### src/hw/rtl/cslx_pkg.sv
package cslx_pkg;

    // Result kinds
    localparam logic [1:0] KIND_ECHO   = 2'd0;
    localparam logic [1:0] KIND_STRING = 2'd1;
    localparam logic [1:0] KIND_END    = 2'd2;

    // Source bytes with a meaning to the scanner
    localparam logic [7:0] CH_NL     = 8'h0A;
    localparam logic [7:0] CH_DQUOTE = 8'h22;
    localparam logic [7:0] CH_HASH   = 8'h23;
    localparam logic [7:0] CH_SQUOTE = 8'h27;
    localparam logic [7:0] CH_STAR   = 8'h2A;
    localparam logic [7:0] CH_SLASH  = 8'h2F;
    localparam logic [7:0] CH_BSLASH = 8'h5C;

    // Result queue sizing
    localparam int RES_MAX    = 3;
    localparam int FIFO_DEPTH = 4;
    localparam int PTR_W      = $clog2(FIFO_DEPTH);
    localparam int CNT_W      = $clog2(FIFO_DEPTH + 1);

    typedef struct packed {
        logic [1:0] kind;
        logic [7:0] value;
        logic       last;
    } res_t;

    // Simple escape letters: returns {hit, decoded byte}
    function automatic logic [8:0] esc_decode(input logic [7:0] b);
        logic [8:0] r;
        case (b)
            8'h62:     r = {1'b1, 8'h08};   // b
            8'h74:     r = {1'b1, 8'h09};   // t
            8'h72:     r = {1'b1, 8'h0D};   // r
            8'h6E:     r = {1'b1, 8'h0A};   // n
            8'h66:     r = {1'b1, 8'h0C};   // f
            CH_BSLASH: r = {1'b1, CH_BSLASH};
            CH_DQUOTE: r = {1'b1, CH_DQUOTE};
            default:   r = 9'd0;
        endcase
        return r;
    endfunction

endpackage

### src/hw/rtl/cslx_in_if.sv
interface cslx_in_if;
    logic       valid;
    logic       ready;
    logic [7:0] source_byte;

    modport source (output valid, output source_byte, input ready);
    modport sink   (input valid, input source_byte, output ready);
endinterface

### src/hw/rtl/cslx_out_if.sv
interface cslx_out_if;
    logic       valid;
    logic       ready;
    logic [1:0] kind;
    logic [7:0] value;
    logic       last;

    modport source (output valid, output kind, output value, output last, input ready);
    modport sink   (input valid, input kind, input value, input last, output ready);
endinterface

### src/hw/rtl/c_string_literal_extractor.sv
// Channel   Dir  Payload                       Request
// source    in   source_byte[7:0]              one byte of C source text
// result    out  kind[1:0] value[7:0] last     one echoed byte, string byte or end marker
//
// One source byte is taken per cycle while the queue has room. The byte is held in
// the input register, and its zero to three results are written together into a
// four-entry result queue that drains one result per cycle while result is ready;
// the byte in the input register waits while the queue holds more than one entry.
// rst_n clears the scanner state, the input register and the queue.
// A stall on result fills the queue and then holds source ready low.
module c_string_literal_extractor
    import cslx_pkg::*;
(
    input logic       clk,
    input logic       rst_n,
    cslx_in_if.sink   source,
    cslx_out_if.source result
);

    typedef enum logic [2:0] {
        M_CODE        = 3'd0,
        M_COMMENT     = 3'd1,
        M_CHAR        = 3'd2,
        M_DIR_CODE    = 3'd3,
        M_DIR_COMMENT = 3'd4,
        M_STRING      = 3'd5,
        M_ESC         = 3'd6,
        M_OCTAL       = 3'd7
    } mode_t;

    // Input register
    logic       in_valid_reg;
    logic [7:0] in_byte_reg;

    // Scanner state
    mode_t      mode_reg, mode_next;
    logic       line_start_reg, line_start_next;
    logic       slash_reg, slash_next;
    logic       star_reg, star_next;
    logic [5:0] oct_val_reg, oct_val_next;
    logic       oct_two_reg, oct_two_next;   // two octal digits pending

    // Result queue
    res_t             fifo_reg [FIFO_DEPTH];
    logic [PTR_W-1:0] wr_ptr_reg;
    logic [PTR_W-1:0] rd_ptr_reg;
    logic [CNT_W-1:0] count_reg;

    // Results of the byte in the input register
    logic [1:0] res_kind  [RES_MAX];
    logic [7:0] res_value [RES_MAX];
    logic [1:0] res_cnt;

    logic       consume;
    logic       pop;
    logic       accept;
    logic       nl;
    logic       is_oct;
    logic       str_path;
    logic [8:0] esc;
    logic [8:0] oct_sum;

    // Process the held byte only when the queue has room for a full burst,
    // so source ready never depends combinationally on result ready.
    assign consume = in_valid_reg && (count_reg <= CNT_W'(FIFO_DEPTH - RES_MAX));
    assign pop     = result.valid && result.ready;
    assign accept  = source.valid && source.ready;

    assign source.ready = !in_valid_reg || consume;

    assign result.valid = (count_reg != '0);
    assign result.kind  = fifo_reg[rd_ptr_reg].kind;
    assign result.value = fifo_reg[rd_ptr_reg].value;
    assign result.last  = fifo_reg[rd_ptr_reg].last;

    assign nl      = (in_byte_reg == CH_NL);
    assign is_oct  = (in_byte_reg[7:3] == 5'b00110);
    assign esc     = esc_decode(in_byte_reg);
    assign oct_sum = {oct_val_reg, in_byte_reg[2:0]};

    always_comb
    begin
        mode_next       = mode_reg;
        line_start_next = line_start_reg;
        slash_next      = slash_reg;
        star_next       = star_reg;
        oct_val_next    = oct_val_reg;
        oct_two_next    = oct_two_reg;
        str_path        = 1'b0;
        res_cnt         = 2'd0;
        for (int i = 0; i < RES_MAX; i++)
        begin
            res_kind[i]  = KIND_ECHO;
            res_value[i] = 8'd0;
        end

        case (mode_reg)
            M_STRING:
            begin
                str_path = 1'b1;
            end
            M_ESC:
            begin
                if (nl)
                begin
                    // backslash-newline: continue the string silently
                    mode_next = M_STRING;
                end
                else if (esc[8])
                begin
                    res_kind[res_cnt]  = KIND_STRING;
                    res_value[res_cnt] = esc[7:0];
                    res_cnt            = res_cnt + 2'd1;
                    mode_next          = M_STRING;
                end
                else if (is_oct)
                begin
                    oct_val_next = {3'd0, in_byte_reg[2:0]};
                    oct_two_next = 1'b0;
                    mode_next    = M_OCTAL;
                end
                else
                begin
                    // unknown escape: keep the backslash and the byte
                    res_kind[res_cnt]  = KIND_STRING;
                    res_value[res_cnt] = CH_BSLASH;
                    res_cnt            = res_cnt + 2'd1;
                    res_kind[res_cnt]  = KIND_STRING;
                    res_value[res_cnt] = in_byte_reg;
                    res_cnt            = res_cnt + 2'd1;
                    mode_next          = M_STRING;
                end
            end
            M_OCTAL:
            begin
                if (is_oct)
                begin
                    if (oct_two_reg)
                    begin
                        res_kind[res_cnt]  = KIND_STRING;
                        res_value[res_cnt] = oct_sum[7:0];
                        res_cnt            = res_cnt + 2'd1;
                        oct_val_next       = 6'd0;
                        oct_two_next       = 1'b0;
                        mode_next          = M_STRING;
                    end
                    else
                    begin
                        oct_val_next = oct_sum[5:0];
                        oct_two_next = 1'b1;
                    end
                end
                else
                begin
                    // short escape ends: emit it, then handle the byte as content
                    res_kind[res_cnt]  = KIND_STRING;
                    res_value[res_cnt] = {2'd0, oct_val_reg};
                    res_cnt            = res_cnt + 2'd1;
                    oct_val_next       = 6'd0;
                    oct_two_next       = 1'b0;
                    mode_next          = M_STRING;
                    str_path           = 1'b1;
                end
            end
            M_CHAR:
            begin
                res_kind[res_cnt]  = KIND_ECHO;
                res_value[res_cnt] = in_byte_reg;
                res_cnt            = res_cnt + 2'd1;
                mode_next          = M_CODE;
                line_start_next    = nl;
            end
            M_DIR_CODE, M_DIR_COMMENT:
            begin
                res_kind[res_cnt]  = KIND_ECHO;
                res_value[res_cnt] = in_byte_reg;
                res_cnt            = res_cnt + 2'd1;
                if (nl)
                begin
                    mode_next       = (mode_reg == M_DIR_CODE) ? M_CODE : M_COMMENT;
                    line_start_next = 1'b1;
                end
            end
            M_COMMENT:
            begin
                res_kind[res_cnt]  = KIND_ECHO;
                res_value[res_cnt] = in_byte_reg;
                res_cnt            = res_cnt + 2'd1;
                if (line_start_reg && in_byte_reg == CH_HASH)
                begin
                    mode_next  = M_DIR_COMMENT;
                    star_next  = 1'b0;
                    slash_next = 1'b0;
                end
                else if (in_byte_reg == CH_SLASH && star_reg)
                begin
                    mode_next  = M_CODE;
                    star_next  = 1'b0;
                    slash_next = 1'b0;
                end
                else
                begin
                    star_next = (in_byte_reg == CH_STAR);
                end
                line_start_next = nl;
            end
            default:
            begin
                // plain code
                if (line_start_reg && in_byte_reg == CH_HASH)
                begin
                    res_kind[res_cnt]  = KIND_ECHO;
                    res_value[res_cnt] = in_byte_reg;
                    res_cnt            = res_cnt + 2'd1;
                    mode_next          = M_DIR_CODE;
                    slash_next         = 1'b0;
                    star_next          = 1'b0;
                end
                else if (in_byte_reg == CH_DQUOTE)
                begin
                    // opening quote is dropped
                    mode_next  = M_STRING;
                    slash_next = 1'b0;
                end
                else if (in_byte_reg == CH_SQUOTE)
                begin
                    res_kind[res_cnt]  = KIND_ECHO;
                    res_value[res_cnt] = in_byte_reg;
                    res_cnt            = res_cnt + 2'd1;
                    mode_next          = M_CHAR;
                    slash_next         = 1'b0;
                end
                else if (in_byte_reg == CH_STAR && slash_reg)
                begin
                    res_kind[res_cnt]  = KIND_ECHO;
                    res_value[res_cnt] = in_byte_reg;
                    res_cnt            = res_cnt + 2'd1;
                    mode_next          = M_COMMENT;
                    slash_next         = 1'b0;
                    star_next          = 1'b0;
                end
                else
                begin
                    res_kind[res_cnt]  = KIND_ECHO;
                    res_value[res_cnt] = in_byte_reg;
                    res_cnt            = res_cnt + 2'd1;
                    slash_next         = (in_byte_reg == CH_SLASH);
                end
                line_start_next = nl;
            end
        endcase

        // String content, shared by the string mode and a finished octal escape
        if (str_path)
        begin
            if (in_byte_reg == CH_DQUOTE)
            begin
                res_kind[res_cnt]  = KIND_END;
                res_value[res_cnt] = 8'd0;
                res_cnt            = res_cnt + 2'd1;
                mode_next          = M_CODE;
            end
            else if (nl)
            begin
                res_kind[res_cnt]  = KIND_STRING;
                res_value[res_cnt] = CH_NL;
                res_cnt            = res_cnt + 2'd1;
                res_kind[res_cnt]  = KIND_END;
                res_value[res_cnt] = 8'd0;
                res_cnt            = res_cnt + 2'd1;
                mode_next          = M_CODE;
                line_start_next    = 1'b1;
            end
            else if (in_byte_reg == CH_BSLASH)
            begin
                mode_next = M_ESC;
            end
            else
            begin
                res_kind[res_cnt]  = KIND_STRING;
                res_value[res_cnt] = in_byte_reg;
                res_cnt            = res_cnt + 2'd1;
            end
        end
    end

    // Input register: load on accept, drop once processed
    always_ff @(posedge clk or negedge rst_n)
    begin
        if (!rst_n)
        begin
            in_valid_reg <= 1'b0;
        end
        else if (accept)
        begin
            in_valid_reg <= 1'b1;
        end
        else if (consume)
        begin
            in_valid_reg <= 1'b0;
        end
    end

    always_ff @(posedge clk)
    begin
        if (accept)
        begin
            in_byte_reg <= source.source_byte;
        end
    end

    // Scanner state: advance once per processed byte
    always_ff @(posedge clk or negedge rst_n)
    begin
        if (!rst_n)
        begin
            mode_reg       <= M_CODE;
            line_start_reg <= 1'b1;
            slash_reg      <= 1'b0;
            star_reg       <= 1'b0;
            oct_val_reg    <= 6'd0;
            oct_two_reg    <= 1'b0;
        end
        else if (consume)
        begin
            mode_reg       <= mode_next;
            line_start_reg <= line_start_next;
            slash_reg      <= slash_next;
            star_reg       <= star_next;
            oct_val_reg    <= oct_val_next;
            oct_two_reg    <= oct_two_next;
        end
    end

    // Result queue control
    always_ff @(posedge clk or negedge rst_n)
    begin
        if (!rst_n)
        begin
            wr_ptr_reg <= '0;
            rd_ptr_reg <= '0;
            count_reg  <= '0;
        end
        else
        begin
            if (consume)
            begin
                wr_ptr_reg <= wr_ptr_reg + PTR_W'(res_cnt);
            end
            if (pop)
            begin
                rd_ptr_reg <= rd_ptr_reg + PTR_W'(1);
            end
            count_reg <= count_reg + (consume ? CNT_W'(res_cnt) : CNT_W'(0))
                                   - (pop ? CNT_W'(1) : CNT_W'(0));
        end
    end

    // Result queue storage: write the whole burst at once, last flag on the final one
    always_ff @(posedge clk)
    begin
        if (consume)
        begin
            for (int i = 0; i < RES_MAX; i++)
            begin
                if (2'(i) < res_cnt)
                begin
                    fifo_reg[wr_ptr_reg + PTR_W'(i)] <= '{kind:  res_kind[i],
                                                          value: res_value[i],
                                                          last:  (2'(i) == res_cnt - 2'd1)};
                end
            end
        end
    end

endmodule

### src/flat_wrapper.sv
// flat-port wrapper written by rule: the top's interface ports become plain ports
module c_string_literal_extractor_flat import cslx_pkg::*;
  (clk, rst_n, source_valid, source_source_byte, source_ready, result_valid, result_kind, result_value, result_last, result_ready);
  cslx_in_if source_i ();
  cslx_out_if result_i ();
  input logic clk;
  input logic rst_n;
  input wire logic [$bits(source_i.valid)-1:0] source_valid;
  input wire logic [$bits(source_i.source_byte)-1:0] source_source_byte;
  output wire logic [$bits(source_i.ready)-1:0] source_ready;
  output wire logic [$bits(result_i.valid)-1:0] result_valid;
  output wire logic [$bits(result_i.kind)-1:0] result_kind;
  output wire logic [$bits(result_i.value)-1:0] result_value;
  output wire logic [$bits(result_i.last)-1:0] result_last;
  input wire logic [$bits(result_i.ready)-1:0] result_ready;
  assign source_i.valid = source_valid;
  assign source_i.source_byte = source_source_byte;
  assign source_ready = source_i.ready;
  assign result_valid = result_i.valid;
  assign result_kind = result_i.kind;
  assign result_value = result_i.value;
  assign result_last = result_i.last;
  assign result_i.ready = result_ready;
  c_string_literal_extractor u_core (.clk(clk), .rst_n(rst_n), .source(source_i), .result(result_i));
endmodule
### config.mk
export PLATFORM = sky130hd
export DESIGN_NAME = c_string_literal_extractor_flat
export DESIGN_NICKNAME = d
export VERILOG_FILES = /design/src/hw/rtl/cslx_pkg.sv /design/src/hw/rtl/cslx_in_if.sv /design/src/hw/rtl/cslx_out_if.sv /design/src/hw/rtl/c_string_literal_extractor.sv /design/src/flat_wrapper.sv
export SDC_FILE = /design/constraint.sdc
export NUM_CORES = 1
export LEC_CHECK = 0
export BUFFER_PORTS_ARGS = -buffer_cell sky130_fd_sc_hd__clkbuf_2
export CAP_MARGIN = 10
export CORE_ASPECT_RATIO = 0.75
export CORE_MARGIN = 2
export CORE_UTILIZATION = 62
export DETAILED_ROUTE_END_ITERATION = 8
export PLACE_DENSITY = 0.85
export SYNTH_ARGS = -nofsm -noshare
export SYNTH_HDL_FRONTEND = slang
export SYNTH_SLANG_ARGS = --single-unit
### constraint.sdc
create_clock -name clk -period 4.9 [get_ports clk]
set_input_delay 0.735 -clock clk [delete_from_list [all_inputs] [get_ports clk]]
set_output_delay 0.735 -clock clk [all_outputs]
set_load 0.03 [all_outputs]
Word-level counts from Yosys, hierarchy flattened. Memory sizes are Yosys's and may differ from the RTL's. Index checks and enable logic that the tools add are counted.

Output and inout port bits: 13. Memories: 1. Bits of input ports: 12. Word-level logic and storage cells: 208. Bits in registers: 29. Memory bits (writable): 44.

Reductions and logical operators: 22. Equality and inequality tests: 28. Magnitude comparators: 8. Add/sub/neg operators: 9. Bitwise operators: 19. Mux-type cells: 110.

Memory list: u_core.fifo_reg (words 4, width 11, read ports 1, clocked after Yosys merged registers in 0, wr ports 3, RTL line c_string_literal_extractor.sv:44) `res_t fifo_reg [FIFO_DEPTH];`.

Operator list (count): $mux W24 (4); $mux W8 (9); $pmux W9 S7 (1); $mux W6 (9); $and A24 B24 Y24 (2); $eq A8 B7 Y1 const B (6); $not A24 Y24 (2); $mux W3 (15); $eq A8 B6 Y1 const B (5); $mux W1 (38); $demux W8 S2 (2); $mux W2 (16); $pmux W8 S4 (1); $bwmux W24 (1); $and A18 B18 Y18 (1); $not A18 Y18 (1); $pmux W3 S6 (1); $mux W16 (1); $mux W15 (1); $eq A3 B3 Y1 const B (4); $pmux W6 S2 (1); $pmux W1 S2 (5); $reduce_and A5 Y1 (2); $and A3 B3 Y3 (3); 41 further kinds (65).

Logic depth before layout (Yosys ltp). Gate-level depths: netlist of run 1.

Depth in word-level cells: 16. Mapped depth: 18. Depth with buffers taken out: 17.

Worst setup path after synthesis of run 1. OpenSTA, ideal clock, no wires.

Path type: register to register. From: reg u_core.in_byte_reg[6]. To: mem u_core.fifo_reg[0][0] in the netlist's numbering, enable pin. Period minus slack after synthesis: 3.994 ns. Library setup time: 0.397 ns. Setup slack: 0.906 ns. Stages on the path, launching flop included: 14. Data arrival time: 3.598 ns. Path buffers: 1. Data required time: 4.503 ns. Cell sequence: edfxtp_1 -> buf_2 -> or3b_1 -> or4_1 -> o211ai_2 -> and2_1 -> ha_1 -> nor2_1 -> nand3_1 -> o31ai_1 -> nand2_1 -> and2_1 -> o21ai_0 -> a211oi_1.

RTL lines: start: declaration (RTL line c_string_literal_extractor.sv:33) `logic [7:0] in_byte_reg;`; start signal: assignment (RTL line c_string_literal_extractor.sv:308) `in_byte_reg <= source.source_byte;`; end: declaration (RTL line c_string_literal_extractor.sv:44).

==> results of run 1 <==
-- report_power, final --
part / switching, mW / total (mW) / internal, mW
clock network: 0.248 / 0.434 / 0.186
registers: 0.174 / 1.03 / 0.859
logic: 0.855 / 1.38 / 0.522
-- cells by family after synthesis --
| group | share of synthesized area |
|---|---|
| flops | 0.421 |
| compound gates | 0.204 |
| xor+xnor | 0.0141 |
| mux | 0.0680 |
| buf+inv | 0.0411 |
| fa+ha+maj | 0.0313 |
| simple gates | 0.221 |
-- final timing paths --
path / from / end / slack [ns] / depth (start not counted)
hold / removal: rst_n / u_core.in_valid_reg / 0.34 / 1
hold reg to reg: u_core.line_start_reg / u_core.line_start_reg / 0.50 / 2
setup / recovery: u_core.in_byte_reg[3] / u_core.fifo_reg[3][5] / 0.35 / 13
min in group clk: u_core.line_start_reg / u_core.line_start_reg / 0.50 / 2
setup reg to reg: u_core.in_byte_reg[3] / u_core.fifo_reg[3][5] / 0.35 / 13
max in group asynchronous: rst_n / u_core.line_start_reg / 4.19 / 1
-- stage by stage --
stage	hold slack (ns)	setup slack (ns)	power, mW	cell area [sq um]	std cells
4_1_cts	0.348	0.353	2.81	5350	639
6_report	0.341	0.353	2.84	5380	641
3_3_place_gp	0.474	0.512	2.32	5180	623
3_5_place_dp	0.478	0.373	2.37	5180	623
2_1_floorplan	0.439	0.906	1.99	4960	512
5_1_grt	0.362	0.0947	3.00	5380	641
-- layer usage --
layer | up-vias | part of all wire
li1 | 1977 | -
met1 | 2150 | 0.42
met2 | 354 | 0.42
met3 | 61 | 0.13
met4 | 0 | 0.032
met5 | - | 0
-- layout by cell type, fill, tap and decap left out, types with 13 or more instances in the layout --
| cell type | Yosys | final |
|---|---|---|
| dfrtp_1 | 20 | 20 |
| edfxtp_1 | 52 | 52 |
| buf_4 | 1 | 19 |
| o21ai_0 | 27 | 27 |
| a21oi_1 | 26 | 26 |
| nor3_1 | 14 | 13 |
| nor2_1 | 48 | 48 |
| a22o_1 | 18 | 18 |
| nand3_1 | 21 | 21 |
| nand2_1 | 60 | 60 |
| clkbuf_2 | 0 | 24 |
-- area by class of cell --
| class | count | area, sq um | area share |
|---|---|---|---|
| Clock inverter | 6 | 40.0 | 0.00744 |
| Timing Repair Buffer | 43 | 263 | 0.0488 |
| Clock buffer | 10 | 128 | 0.0237 |
| Multi-Input combinational cell | 393 | 2690 | 0.499 |
| Tap cell | 105 | 131 | 0.0244 |
| Sequential cell | 73 | 2090 | 0.388 |
| Inverter | 11 | 42.5 | 0.00791 |
-- timing repair --
action | 4_1_cts | 5_1_grt
endpoints found under the setup margin | 0 | 36
resized for setup | 0 | 3
setup buffers | 0 | 2
hold buffers | 0 | 0
-- synthesized netlist by cell type, drive strengths merged, types with 3 or more instances --
cell	n	area (sq um)
nor4	4	37.5
edfxtp	52	1560
xnor2	5	43.8
nand3	23	125
nand2	61	231
a221o	5	50.1
a22o	18	158
a22oi	11	82.6
nor2	51	209
ha	9	113
clkbuf	16	60.1
and3	11	68.8
a21o	4	30.0
a211oi	7	52.6
or2	3	18.8
nor2b	7	43.8
and2	8	50.1
o211ai	3	27.5
mux4	11	248
or3	3	18.8
nor3	14	70.1
dfrtp	20	500
mux2i	9	90.1
o31ai	3	22.5
a31oi	4	31.3
a21oi	28	155
inv	10	37.5
o32ai	4	53.8
buf	19	101
xor2	3	26.3
o21ai	36	184
nand2b	7	43.8
nand3b	4	30.0
nor3b	4	30.0
==> results.md, run 1 <==
* DRT Pass-1 Iters at 6
* Gr usage total at 0.352
* Vias in the first global route at 4050
* FILL cells at 575
* Critical path peak fanout at 18
* Final core utilization at 0.689
* Most used cell, CP: nor2_1
* # DRC at 0
* Buf/Inv on CP at 0
* Diodes inserted at 0
* Max stage delay cell, worst path: edfxtp_1
* Die H at 81.5 um
* Routed Antenna Nets at 0
* Die X-Extent at 107 um
* Min-delay worst type: in2async
* Seq/Total Area, Yosys at 0.421
* Leak at ~2.0 nW
* Ports at 25
* Clock root buffer master: clkbuf_8
* Clock Tree Buf Depth at 2
* Hpwl dp at 10.6 mm
* Synthesized area per cell at 9.70 sq um
* Final period util at 0.928
* Final Wtd Congestion at between 1 and 1.5
* Clock Sinks at 73
* Skew-Pair Late Insertion Delay at around 0.37 ns
* Async S/R FF share, synth at 0.288
* Clock transition at path regs at 0.08 ns
* Final min period at 4.55 ns
* Cell Pwr Density at 529 nW/um^2
* Grt ovf at 0
* Setup Viol. Count Final at 0
* Initial Util at 0.635
* Flops & latches, synth at between 70 and 80
* DR vias/cell at roughly 7.1
* Routed vias at ~4.5k
* Worst slew pin tran at 1.09 ns
* Total CTS buffers at 9
* Global-route wire length before repair at 22.8 mm
* RSZ-0062 raised after global routing: no
* Synth warn at 0
* Run status: finished, final reports clean
* Max reg flops at 44
* GR peak layer: met1
* Crit path max-delay family: simple AND/OR/NAND/NOR gates
* Ys flop type: edfxtp_1
* Sum Neg Setup Slack at 0 ns
* Layout cells sized above 1 at 0.175
* Met3 Usage GRT at 0.0905
* Critical path type: reg2reg
* Core area at 7810 sq um
* Met2 Use GR at 0.513
* Fmax at about 220 MHz
* Final nets at 553
* H-tree levels at 3
* Initial DRC Count at 767
* Worst EP required at 5.01 ns
* Max rail drop VDD at 0.000348 V
* Met1 usage at 0.518
* Area growth from synthesis to layout at 8.34%
* Avg WL per Cell at 22.9 um
* Cells after synthesis at 512
* CTS tree: done
* Initial antenna violation count at 0
* Crit start category: flop
* Post-synth EDFFs at 52
* Post-Route WL at between 10 and 15 mm
* Yosys cell types at 77
* # rows at 28
* Max cap viols at 0
* Cell Area, Synth at 4960 sq um
* Critical Path End Type: flop
* Slew Limit Fails at 0
* PortBufs at 24
* Setup Skew at about 0.014 ns
* Crit path arrival time at 4.66 ns
* Max incr delay on CP at 0.65 ns
* Pin count of the biggest net entering global routing at 22
* Die ar. at between 8000 and 9000 sq um
* Slew Limit Headroom at 0.270
* Syn Nets at 534
* CP Cell Sequence: or3b_1 -> or4_1 -> o211ai_2 -> and2_1 -> ha_1 -> nor2_1 -> nand3_1 -> o31ai_1 -> a21oi_4 -> nand3_2 -> nor2_4 -> nor2_1 -> a22o_1
* Final hold vios at 0
Note: power is estimated with default switching activity, not from simulation.
==> inputs of run 2 (changes only) <==
--- a/config.mk
+++ b/config.mk
@@ -11,5 +11,5 @@
 export CORE_MARGIN = 2
-export CORE_UTILIZATION = 62
+export CORE_UTILIZATION = 67
 export DETAILED_ROUTE_END_ITERATION = 8
-export PLACE_DENSITY = 0.85
+export PLACE_DENSITY = 0.9
 export SYNTH_ARGS = -nofsm -noshare
==> constraint.sdc (replaced) <==
create_clock -name clk -period 5.5 [get_ports clk]
set_input_delay 1.1 -clock clk [delete_from_list [all_inputs] [get_ports clk]]
set_output_delay 1.1 -clock clk [all_outputs]
set_load 0.03 [all_outputs]
==> results.md, run 2 (synthesis gave the netlist of run 1 again) <==
* Run status: finished, final reports clean (unchanged)
* # DRC at 0 (unchanged)
* Min-delay worst type: reg2reg (was in2async)
* DRT Pass-1 Iters at 6 (unchanged)
* Hpwl dp at 10.2 mm (was 10.6 mm)
* RSZ-0062 raised after global routing: no (unchanged)
* Most frequent cells in the layout: nand2_1 (60), edfxtp_1 (52), nor2_1 (48) (unchanged)
* Total CTS buffers at 9 (unchanged)
* Initial Util at 0.684 (was 0.635)
* Setup Skew at 0.0115 ns (was 0.0136 ns)
* Layout cells sized above 1 at 0.162 (was 0.175)
* Final instance area at 5340 sq um (was 5380 sq um)
* Final nets at 547 (was 553)
* Skew-Pair Late Insertion Delay at 0.36 ns (was 0.37 ns)
* Vias in the first global route at 4080 (was 4050)
* DR vias/cell at 6.98 (was 7.09)
* Final period util at 0.878 (was 0.928)
* Net Sw Power at 1.09 mW (was 1.28 mW)
* Critical path type: reg2reg (unchanged)
* Global-route wire length before repair at 22.4 mm (was 22.8 mm)
* # rows at 27 (was 28)
* Routed vias at 4404 (was 4542)
* Leak at 2.00 nW (was 2.04 nW)
* H-tree levels at 3 (unchanged)
* Gr usage total at 0.374 (was 0.352)
* Cell Pwr Density at 472 nW/um^2 (was 529 nW/um^2)
* Switching Share at 0.433 (was 0.449)
* Fmax at 207 MHz (was 220 MHz)
* Pint at 1.43 mW (was 1.57 mW)
* FILL cells at 520 (was 575)
* Flop pwr share at 0.363 (about the same)
* Slew Limit Fails at 0 (unchanged)
* Diodes inserted at 0 (unchanged)
* Pin count of the biggest net entering global routing at 22 (unchanged)
* Final hold vios at 0 (unchanged)
* Routed Antenna Nets at 0 (unchanged)
* Clock Tree Buf Depth at 2 (unchanged)
* Setup Viol. Count Final at 0 (unchanged)
* PortBufs at 24 (unchanged)
* Critical path peak fanout at 16 (was 18)
* R2R setup slack at 0.67 ns (was 0.35 ns)
* Max rail drop VDD at 0.000344 V (was 0.000348 V)
* Max reg flops at 44 (unchanged)
* Comb pwr share at 0.476 (was 0.484)
* Ports at 25 (unchanged)
* Avg WL per Cell at 22.5 um (was 22.9 um)
* Crit start category: flop (unchanged)
* Clock transition at path regs at 0.08 ns (about the same)
* Grt ovf at 0 (unchanged)
* Final Wtd Congestion at 1.01 (was 1.08)
* Critical Path End Type: flop (unchanged)
* Clock root buffer master: clkbuf_8 (unchanged)
* Slew Limit Headroom at 0.440 (was 0.270)
* Area growth from synthesis to layout at 7.54% (was 8.34%)
* Final min period at 4.83 ns (was 4.55 ns)
* Post-Route WL at 14.2 mm (was 14.7 mm)
* Die X-Extent at 103 um (was 107 um)
* Hold-fix buffers, CTS at 0 (unchanged)
* Area post-placement at 5150 sq um (was 5180 sq um)
* Crit path arrival time at 4.95 ns (was 4.66 ns)
* Clock power frac at 0.161 (was 0.153)
* Max cap viols at 0 (unchanged)
* Worst EP required at 5.62 ns (was 5.01 ns)
* Clock Sinks at 73 (unchanged)
* Sum Neg Setup Slack at 0 ns (unchanged)
* Core area at 7260 sq um (was 7810 sq um)
* Initial DRC Count at 578 (was 767)
* Die ar. at 8120 sq um (was 8750 sq um)
* Most common cell after layout, fill and taps aside: nand2_1 (unchanged)
* Die H at 78.6 um (was 81.5 um)
* Worst slew pin tran at 0.837 ns (was 1.09 ns)
* CTS tree: done (unchanged)
* # resized after CTS at 0 (unchanged)
* Initial antenna violation count at 0 (unchanged)
* Buffer count from post-CTS setup fixing at 0 (unchanged)
## run 2: path summary, 6_finish.rpt
path | start | end | depth (start not counted)
max reg2reg | u_core.in_byte_reg[5] | u_core.fifo_reg[1][6] | 15
min in group asynchronous | rst_n | u_core.oct_two_reg | 1
min reg2reg | u_core.line_start_reg | u_core.line_start_reg | 2
min | u_core.line_start_reg | u_core.line_start_reg | 2
max | u_core.in_byte_reg[5] | u_core.fifo_reg[1][6] | 15
max in group asynchronous | rst_n | u_core.line_start_reg | 1
## run 2: through the flow
stage                     setup slack (ns)  cells   util  hold slack, ns  power [mW]
after floorplan                       1.51    512      -           0.442        1.78
after global placement                1.00    615  0.709           0.473        2.06
after global routing                 0.336    631  0.735           0.526        2.66
after CTS                            0.754    631  0.735           0.502        2.50
final                                0.670    631  0.735           0.502        2.52
after detailed placement             0.795    615  0.709           0.490        2.09
## run 2: power by group through the flow
stage               registers [mW]  clock network, mW  logic, mW
floorplan                    0.811                  0      0.965
global placement             0.912                  0       1.14
detailed placement           0.920                  0       1.17
CTS                          0.911              0.409       1.18
global route                 0.931              0.429       1.30
finish                       0.916              0.406       1.20
## run 2: final cells by class
| cell class | instances | area [sq um] | area share |
|---|---|---|---|
| multi-input combinational | 393 | 2680 | 0.502 |
| timing repair buffer | 37 | 218 | 0.0408 |
| inverter | 11 | 42.5 | 0.00797 |
| tap | 101 | 126 | 0.0237 |
| clock inverter | 6 | 58.8 | 0.0110 |
| sequential | 73 | 2090 | 0.391 |
| clock buffer | 10 | 128 | 0.0239 |
## run 2: worst max-delay path, cell delays in order (launching register included)
cell and delay [ns]:
edfxtp_1 0.72, nor2b_1 0.40, nand3_1 0.13, a21boi_1 0.42, o21ai_0 0.15, and2_1 0.24
inv_1 0.11, ha_1 0.25, nor2_1 0.07, nand3_1 0.09, o31ai_1 0.13, a21oi_4 0.37
nand3_2 0.22, nor2_1 0.70, nor2_1 0.24, a211o_1 0.35
## run 2: metal layers
layer / vias to the layer above / global-route usage / part of all wire
li1: 1969 / - / -
met1: 2100 / 0.557 / 0.43
met2: 307 / 0.538 / 0.44
met3: 28 / 0.108 / 0.11
met4: 0 / 0.0934 / 0.015
met5: - / 0 / 0
==> inputs of run 3 (changes only) <==
Settings changed: REMOVE_ABC_BUFFERS from default to 1.
==> results.md, run 3 (synthesis gave the netlist of run 1 again) <==
* Initial antenna violation count at 0 (unchanged)
* RSZ-0062 raised after global routing: no (unchanged)
* # rows at 27 (unchanged)
* Cell Pwr Density at 495 nW/um^2 (was 472 nW/um^2)
* Gr usage total at 0.406 (was 0.374)
* Clock Sinks at 73 (unchanged)
* Final min period at 4.88 ns (was 4.83 ns)
* Hold-fix buffers, CTS at 0 (unchanged)
* Sum Neg Setup Slack at 0 ns (unchanged)
* Area growth from synthesis to layout at 9.02% (was 7.54%)
* Most common cell after layout, fill and taps aside: nand2_1 (unchanged)
* Buffer count from post-CTS setup fixing at 0 (unchanged)
* Critical path type: reg2reg (unchanged)
* Most frequent cells in the layout: nand2_1 (60), edfxtp_1 (52), nor2_1 (48) (unchanged)
* Die ar. at 8120 sq um (unchanged)
* R2R setup slack at 0.62 ns (was 0.67 ns)
* Hold_sp: u_core.count_reg[2] (was u_core.line_start_reg)
* Setup Skew at 0.0106 ns (was 0.0115 ns)
* Final Wtd Congestion at 1.05 (was 1.01)
* Diodes inserted at 0 (unchanged)
* Hold path cells at 1 (was 2)
* Crit path arrival time at 5.00 ns (was 4.95 ns)
* Grt ovf at 0 (unchanged)
* # resized after CTS at 0 (unchanged)
* Global-route wire length before repair at 24.4 mm (was 22.4 mm)
* Switching Share at 0.438 (was 0.433)
* CTS tree: done (unchanged)
* Routed vias at 4720 (was 4404)
* Initial DRC Count at 701 (was 578)
* Flop pwr share at 0.356 (was 0.363)
* Die X-Extent at 103 um (unchanged)
* FILL cells at 463 (was 520)
* Layout cells sized above 1 at 0.167 (was 0.162)
* DRT Pass-1 Iters at 7 (was 6)
* Hold endpoint: u_core.count_reg[2] (was u_core.line_start_reg)
* Critical path peak fanout at 18 (was 16)
* Leak at 2.05 nW (was 2.00 nW)
* Clock power frac at 0.188 (was 0.161)
* Crit start category: flop (unchanged)
* Run status: finished, final reports clean (unchanged)
* Max rail drop VDD at 0.000303 V (was 0.000344 V)
* Clock root buffer master: clkbuf_8 (unchanged)
* Skew-Pair Late Insertion Delay at 0.38 ns (was 0.36 ns)
* Worst EP required at 5.62 ns (about the same)
* Pin count of the biggest net entering global routing at 22 (unchanged)
* Avg WL per Cell at 25.0 um (was 22.5 um)
* Worst hold slack at 0.510 ns (was 0.502 ns)
* Critical Path End Type: flop (unchanged)
* Placed insts at 617 (was 615)
* Fmax at 205 MHz (was 207 MHz)
* DR vias/cell at 7.46 (was 6.98)
* Routed Antenna Nets at 0 (unchanged)
* # DRC at 0 (unchanged)
* Net Sw Power at 1.17 mW (was 1.09 mW)
* FF-to-FF Start: u_core.in_byte_reg[3] (was u_core.in_byte_reg[5])
* Max reg flops at 44 (unchanged)
* Clock Tree Buf Depth at 2 (unchanged)
* FF-to-FF End: u_core.fifo_reg[2][2] (was u_core.fifo_reg[1][6])
* Final hold vios at 0 (unchanged)
* Non-filler cells, final at 633 (was 631)
* Total CTS buffers at 9 (unchanged)
* Min-delay worst type: reg2reg (unchanged)
* Ports at 25 (unchanged)
* Post-Route WL at 15.8 mm (was 14.2 mm)
* Vias in the first global route at 4260 (was 4080)
* Comb pwr share at 0.456 (was 0.476)
* Max cap viols at 0 (unchanged)
* Slew Limit Headroom at 0.452 (was 0.440)
* Final period util at 0.888 (was 0.878)
* Slew Limit Fails at 0 (unchanged)
* Die H at 78.6 um (unchanged)
* Hpwl dp at 11.3 mm (was 10.2 mm)
* Worst slew pin tran at 0.822 ns (was 0.837 ns)
* PortBufs at 24 (unchanged)
* FF-to-FF path depth at 14 (was 15)
* Initial Util at 0.684 (unchanged)
* H-tree levels at 3 (unchanged)
* Final nets at 549 (was 547)
* Clock transition at path regs at 0.08 ns (about the same)
* Pint at 1.51 mW (was 1.43 mW)
* Setup Viol. Count Final at 0 (unchanged)
* Core area at 7260 sq um (unchanged)
## run 3: cell count changes in the layout (fill, tap and decap cells not counted)
cell / change
clkinvlp_4: -2
clkinv_4: +1
inv_6: +1
bufinv_16: -1
clkbuf_16: +4
clkinv_1: -1
clkinv_2: -2
buf_4: +2
## run 3: how the worst max path moves through the flow
stage	end	from	depth (start not counted)	slack, ns
2_1_floorplan	u_core.fifo_reg[0][0]	u_core.in_byte_reg[3]	13	1.39
3_3_place_gp	u_core.fifo_reg[2][1]	u_core.in_byte_reg[3]	14	0.89
3_5_place_dp	u_core.fifo_reg[3][5]	u_core.in_byte_reg[3]	13	0.89
4_1_cts	u_core.fifo_reg[3][1]	u_core.in_byte_reg[3]	13	0.83
5_1_grt	u_core.fifo_reg[2][2]	u_core.in_byte_reg[2]	14	0.39
6_report	u_core.fifo_reg[2][2]	u_core.in_byte_reg[3]	14	0.62
## run 3: final cells by class
type                       count  area, sq um  share of cell area
inverter                      11         42.5             0.00786
sequential                    73         2090               0.386
multi-input combinational    393         2680               0.495
timing repair buffer          39          233              0.0430
clock inverter                 2         17.5             0.00324
clock buffer                  14          228              0.0421
tap                          101          126              0.0233
## run 3: worst max-delay path: stages, from the launching register on
cell      delay (ns)
edfxtp_1        0.69
nor4bb_1        0.27
buf_4           0.21
a21oi_2         0.32
nand2_1         0.22
nor3_1          0.57
inv_1           0.20
ha_1            0.33
o31ai_1         0.13
a21oi_4         0.38
nand3_1         0.12
buf_4           0.24
nor2_2          0.52
nor3_1          0.11
a221o_1         0.31
## run 3: metal layers
layer | wire [um] | track usage | up-vias
li1 | - | - | 1964
met1 | 6120 | 0.609 | 2196
met2 | 6630 | 0.557 | 472
met3 | 2460 | 0.129 | 86
met4 | 548 | 0.118 | 2
met5 | 52 | 0.0629 | -
## run 3: through the flow
stage / worst slack [ns] / power [mW] / utilization / area [sq um]
after floorplan: 1.39 / 1.74 / - / 4800
after global placement: 0.887 / 2.08 / 0.711 / 5170
after detailed placement: 0.888 / 2.13 / 0.711 / 5170
after CTS: 0.833 / 2.63 / 0.745 / 5410
after global routing: 0.394 / 2.79 / 0.745 / 5410
final: 0.617 / 2.68 / 0.745 / 5410
## run 3: power by group through the flow
stage                     Sequential (mW)  Clock, mW  Combinational, mW
after floorplan                     0.893          0              0.843
after global placement              0.946          0               1.14
after detailed placement            0.955          0               1.17
after CTS                           0.944      0.499               1.19
after global routing                0.968      0.521               1.30
final                               0.955      0.503               1.22
